===== config.mk =====
export PLATFORM = sky130hd
export DESIGN_NAME = qvr_cordic
export DESIGN_NICKNAME = d
export VERILOG_FILES = /design/src/rtl/qvr_pkg.sv /design/src/rtl/qvr_cordic.sv
export SDC_FILE = /design/constraint.sdc
export NUM_CORES = 2
export LEC_CHECK = 0
export ABC_CLOCK_PERIOD_IN_PS = 9500
export BUFFER_PORTS_ARGS = -buffer_cell sky130_fd_sc_hd__buf_4
export CORE_MARGIN = 1
export CORE_UTILIZATION = 60
export DETAILED_ROUTE_END_ITERATION = 10
export PLACE_DENSITY = 0.75
export REMOVE_ABC_BUFFERS = 1
export SLEW_MARGIN = 20
export SYNTH_ARGS = -nofsm -noshare
export SYNTH_HDL_FRONTEND = slang
export SYNTH_SLANG_ARGS = --single-unit

===== constraint.sdc =====
create_clock -name clk -period 9.5 [get_ports clk]
set_input_delay 1.425 -clock clk [delete_from_list [all_inputs] [get_ports clk]]
set_output_delay 1.425 -clock clk [all_outputs]
set_load 0.01 [all_outputs]

===== src/rtl/qvr_pkg.sv =====
// Shared constants and types for the quaternion vector rotation block.
package qvr_pkg;

  localparam int CORDIC_STEPS_DEF = 16;
  localparam int CORDIC_STEPS_MAX = 24;
  localparam int CW = 34;

  typedef logic signed [CW-1:0] cw_t;

  localparam cw_t GAIN_Q30 = cw_t'(652032874);

  localparam cw_t ATAN_TAB [CORDIC_STEPS_MAX] = '{
    cw_t'(536870912), cw_t'(316933406), cw_t'(167458907), cw_t'(85004756),
    cw_t'(42667331), cw_t'(21354465), cw_t'(10679838), cw_t'(5340245),
    cw_t'(2670163), cw_t'(1335087), cw_t'(667544), cw_t'(333772),
    cw_t'(166886), cw_t'(83443), cw_t'(41722), cw_t'(20861),
    cw_t'(10430), cw_t'(5215), cw_t'(2608), cw_t'(1304),
    cw_t'(652), cw_t'(326), cw_t'(163), cw_t'(81)
  };

endpackage


===== src/rtl/qvr_cordic.sv =====
// Unrolled rotation-mode CORDIC giving sine and cosine of a half angle.
module qvr_cordic #(
  parameter int STEPS = qvr_pkg::CORDIC_STEPS_DEF
) (
  input  logic               clk,
  input  logic               adv,
  input  logic signed [15:0] angle,
  output qvr_pkg::cw_t       sin_q30,
  output qvr_pkg::cw_t       cos_q30
);
  import qvr_pkg::*;

  cw_t x_r [0:STEPS];
  cw_t y_r [0:STEPS];
  cw_t z_r [0:STEPS];

  always_ff @(posedge clk) begin
    if (adv) begin
      x_r[0] <= GAIN_Q30;
      y_r[0] <= '0;
      z_r[0] <= {{(CW-31){angle[15]}}, angle, 15'd0};
    end
  end

  for (genvar i = 0; i < STEPS; i++) begin : g_step
    cw_t x_nxt, y_nxt, z_nxt;
    always_comb begin
      if (!z_r[i][CW-1]) begin
        x_nxt = x_r[i] - (y_r[i] >>> i);
        y_nxt = y_r[i] + (x_r[i] >>> i);
        z_nxt = z_r[i] - ATAN_TAB[i];
      end else begin
        x_nxt = x_r[i] + (y_r[i] >>> i);
        y_nxt = y_r[i] - (x_r[i] >>> i);
        z_nxt = z_r[i] + ATAN_TAB[i];
      end
    end
    always_ff @(posedge clk) begin
      if (adv) begin
        x_r[i+1] <= x_nxt;
        y_r[i+1] <= y_nxt;
        z_r[i+1] <= z_nxt;
      end
    end
  end

  assign sin_q30 = y_r[STEPS];
  assign cos_q30 = x_r[STEPS];

endmodule


======== After elaboration in Yosys (flattened, before gate mapping) ========
Memories as Yosys holds them, arrays and structs flattened.
Cells that the tools add are included.
Widths: inputs -> output; s select.
operators by class
  add/subtract/negate cells ............... 95
  muxes and demuxes ....................... 50
operators by type and width
  kind              number
  $mux 34           48
  $add 34x19->34    2
  $add 34x20->34    2
  $add 34x21->34    2
  $add 34x22->34    2
  $add 34x23->34    2
  $add 34x24->34    2
  $add 34x25->34    2
  $add 34x26->34    2
  $add 34x27->34    2
  $add 34x28->34    2
  $add 34x29->34    2
  $add 34x30->34    2
  $add 34x31->34    2
  $add 34x32->34    2
  $add 34x33->34    2
  $sub 34x19->34    2
  $sub 34x20->34    2
  $sub 34x21->34    2
  $sub 34x22->34    2
  $sub 34x23->34    2
  $sub 34x24->34    2
  $sub 34x25->34    2
  $sub 34x26->34    2
  other kinds (42)  51
storage, ports and cells
  register bits ........................... 0
  memory bits (writable) .................. 1734
  input port bits ......................... 18
  output and inout port bits .............. 68
  word-level logic and storage cells ...... 148
  memories kept ........................... 3
memories
  name  words  bits a word  read ports  clocked after Yosys merged registers in  wr ports  line              text
  x_r   17     34           17          0                                        17        qvr_cordic.sv:13  cw_t x_r [0:STEPS];
  y_r   17     34           17          0                                        17        qvr_cordic.sv:14  cw_t y_r [0:STEPS];
  z_r   17     34           16          0                                        17        qvr_cordic.sv:15  cw_t z_r [0:STEPS];

======== Depth between registers and ports, before layout ========
  depth in word-level cells ............... 2
  mapped depth ............................ 22
  gate-level depth less buffers ........... 21

======== Worst setup path after synthesis ========
OpenSTA, ideal clock, no wires.
  path kind ............................... reg2reg
  start point ............................. mem y_r[0][108] (netlist bit)
  end point ............................... mem x_r[2][32] (netlist bit) (data pin)
  setup time .............................. 0.262 ns
  arrival time ............................ 4.493 ns
  data required time ...................... 9.238 ns
  setup slack ............................. 4.745 ns
  stages on the path, launching flop included .. 19
  path buffers ............................ 0
  period minus slack after synthesis ...... 4.755 ns
  cells stage by stage .................... edfxtp_1 > nor3_1 > nand2b_1 > nor3_1 > nor4b_1 > a31oi_1 > xor2_1 > ha_1 > a21o_1 > a21o_1 > a21oi_1 > nor2b_1 > o31a_1 > a2111oi_0 > o31a_1 > o21ai_0 > a21oi_1 > o21ai_1 > xor2_1
RTL lines
  what         line
  from (decl)  qvr_cordic.sv:14
  to (decl)    qvr_cordic.sv:13

==> summary.md <==
| Metric | Value |
|---|---|
| Status | `finished, violations left` |
| Failing checks | `DRC` |
| Period utilization | `58.1%` |
| Synth area leaders | `edfxtp_1 36%, ha_1 14%, xnor2_1 8.5%, a21oi_1 5.9%, xor2_1 4.6%` |
| Setup WS post-layout | `3.98 ns` |
| Wire length of the first global-routing pass | `483000 um` |
| Synth warn | `0` |
| Kind of critical path | `reg -> reg` |
| Crit path launch type | `register` |
| Average wire per standard cell | `19.8 um` |
| Share of the synthesized area in the top cell type | `35.8%` |
| Synth area leader | `edfxtp_1` |
| Req. time, crit path | `10.05 ns` |
| DP Worst Slack | `3.82 ns` |
| Clk sinks | `1443` |
| Synthesized area | `121000 sq um` |
| Port Buf Inserts | `85` |
| Die width | `451 um` |
| Initial antenna violation count | `7` |
| Layout area overhead | `7.57%` |
| CTS tree | `yes` |
| Setup tns final | `0 ns` |
| Register area | `43300 sq um` |
| Synth unique cells | `108` |
| Sequential area share after synthesis | `35.8%` |
| Most used DFF post-synth | `edfxtp_1` |
| Clock skew | `0.0362 ns` |
| Number of synthesized flops with an enable pin | `1443` |
| WHS | `0.418 ns` |
| Layout cell share with drive strength beyond 1 | `4.54%` |
| Later-pin clock latency in the skew report | `0.84 ns` |
| Post-route ant nets | `0` |
| Hpwl dp | `239000 um` |
| Tmin final | `5.52 ns` |
| Hold Fails Final Rpt | `0` |
| RSZ-0062 raised after global routing | `no` |
| Die H | `451 um` |
| H-tree Lvls | `4` |
| Clk root buf | `clkbuf_16` |
| CTS Buffer Depth | `3` |
| Kind of cell adding the most delay to the critical path | `simple AND/OR/NAND/NOR gates` |
| Ports | `86` |
| Max-cap violation count | `0` |
| Vias per cell | `6.16` |
| Rel. slew slack | `11.4%` |
| Cells along the critical path | `or4_1 -> nor4_1 -> nand2b_1 -> or3_1 -> nor2_1 -> nor2_1 -> xnor2_1 -> ha_1 -> o21ai_0 -> o21bai_1 -> a211oi_1 -> o21ai_0 -> nor4_1 -> nor4_1 -> nor2_1 -> a21oi_1 -> a31o_2 -> a221oi_1 -> xnor2_1` |
| Total GRT Usage | `29.2%` |
| 1st-iter DRT viols | `7373` |
| Inserted Clock Buffers | `165` |
| Initial DRT Pass Iterations | `11` |
| Fmax | `181 MHz` |
| Async set-reset flop share out of synthesis | `0%` |
| Vias in the first global route | `91000` |
| Layout fillers | `15900` |
| Gpl congestion | `0.967` |
| Worst setup EP type | `register` |
| Grt total ovfl | `0` |
| Fin nets | `14000` |
| Std-Cell Rows | `164` |
| # hold bufs at CTS | `0` |
| Crit Path Max Fanout | `7` |
| Clock-pin transition on the worst setup and hold timing paths | `0.07 ns` |
| # setup viols final | `0` |
| DRT Wirelength | `305000 um` |
| Vias | `94900` |
| Worst path arrival time | `6.08 ns` |
| Core Footprint | `200000 sq um` |
| Hold Crit Class | `reg -> reg` |
| Cells after Synth | `12500` |
| Setup bufs post-CTS | `0` |
| Slew Viols, Final | `0` |
| Largest net degree at the start of global routing | `206` |
| Multi-input gate area in the final layout | `74500 sq um` |
| Slowest cell on crit path | `nor4_1` |
| FF+latch count, synth | `1443` |
| Buffers & Inverters on Critical Path | `0` |
| Worst Max-Slew Pin Slew | `1.33 ns` |
| Mean Syn Cell Area | `9.66 sq um` |
| CTS resizes | `0` |
| CP peak stage delay | `0.63 ns` |
| Starting Density | `60.4%` |
| DRC violations left | `7` |
| Die area | `203000 sq um` |
==> metrics by stage <==
step / utilization (%) / cells / instance area [sq um]
after floorplan: - / 12300 / 120000
after global placement: 62.2 / 15100 / 124000
after detailed placement: 62.2 / 15100 / 124000
after CTS: 65.0 / 15400 / 130000
after global routing: 65.0 / 15400 / 130000
final: 65.0 / 15400 / 130000
==> synthesized netlist by cell type (138+ instances only) <==
cell	number
o21ai_0	545
xnor2_1	1175
o21bai_1	184
xor2_1	641
ha_1	1373
nor3_1	333
nor2b_1	179
o21a_1	171
clkbuf_1	159
nand2_1	529
edfxtp_1	1443
nand2b_1	164
nand3_1	211
a21o_1	684
nor2_1	1106
inv_1	569
a31oi_1	138
a21oi_1	1423
==> metal layers <==
metal	track usage [%]	wire length [um]	up-vias
met5	0	13	-
met4	9.80	10000	2
met3	3.30	16200	539
met2	51.5	149000	2701
met1	37.1	130000	45000
li1	-	-	46600
==> cells in the final DEF, fill, tap and decap left out, drive strengths merged, types with 38 or more instances in the layout <==
cell type     n
o211ai       39
a31oi       139
clkbuf      189
edfxtp     1443
a211oi      111
o21bai      184
nand4        87
and3        113
o41ai        47
or3          71
xor2        641
nand2       529
and2         62
nor2b       179
a21o        684
nor3        336
o21ai       574
fa           41
mux2i        53
nor4         95
nand3       211
xnor2      1177
inv         578
buf         141
nand2b      164
mux2         62
ha         1373
o31a         38
nor2       1106
o31ai        52
o21a        171
clkinv       69
a21oi      1430
==> worst register-to-register path: stages (launching register included) <==
cell and delay, ns:
edfxtp_1 0.45, or4_1 0.61, nor4_1 0.36, nand2b_1 0.18
or3_1 0.41, nor2_1 0.11, nor2_1 0.06, xnor2_1 0.16
ha_1 0.38, o21ai_0 0.11, o21bai_1 0.09, a211oi_1 0.25
o21ai_0 0.25, nor4_1 0.63, nor4_1 0.19, nor2_1 0.15
a21oi_1 0.15, a31o_2 0.30, a221oi_1 0.28, xnor2_1 0.13
==> area by class of cell <==
| cell class | instances | share of cell area [%] |
|---|---|---|
| multi-input cells | 10300 | 57.3 |
| flip-flops and latches | 1443 | 33.3 |
| clock buffers | 189 | 3.33 |
| well taps | 2656 | 2.55 |
| inverters | 571 | 1.65 |
| clock inverters | 113 | 1.01 |
| repair buffers | 141 | 0.896 |
| diodes | 1 | 0.00192 |
==> final timing paths <==
path	from	end	slack, ns	cells after the start
worst max-delay path	x_r[2][47]	y_r[0][237]	3.98	19
worst min-delay path	z_r[0][24]	z_r[0][58]	0.42	0
worst min register to register	z_r[0][24]	z_r[0][58]	0.42	0
worst max register to register	x_r[2][47]	y_r[0][237]	3.98	19
==> logic make-up (layout without fill, tap and decap cells) <==
group                    after synthesis  count (layout)  synth area share (%)
flip-flops                          1443            1443                  35.8
XOR/XNOR                            1818            1818                  13.2
other                                  0               1                     0
AO/OA/AOI/OAI                       3814            3814                  20.1
adder cells (fa/ha/maj)             1414            1414                  14.9
AND/OR/NAND/NOR                     3113            3113                  12.4
buffers and inverters                798            1014                  2.59
multiplexers                         115             115                  1.02
==> flip-flops by register name (all words and copies together) (netlist names) <==
register and flops:
x_r 484, y_r 511, z_r 448
Power is not shown: default switching activity piles up to over one toggle a cycle in this logic, so the estimate is an artifact.
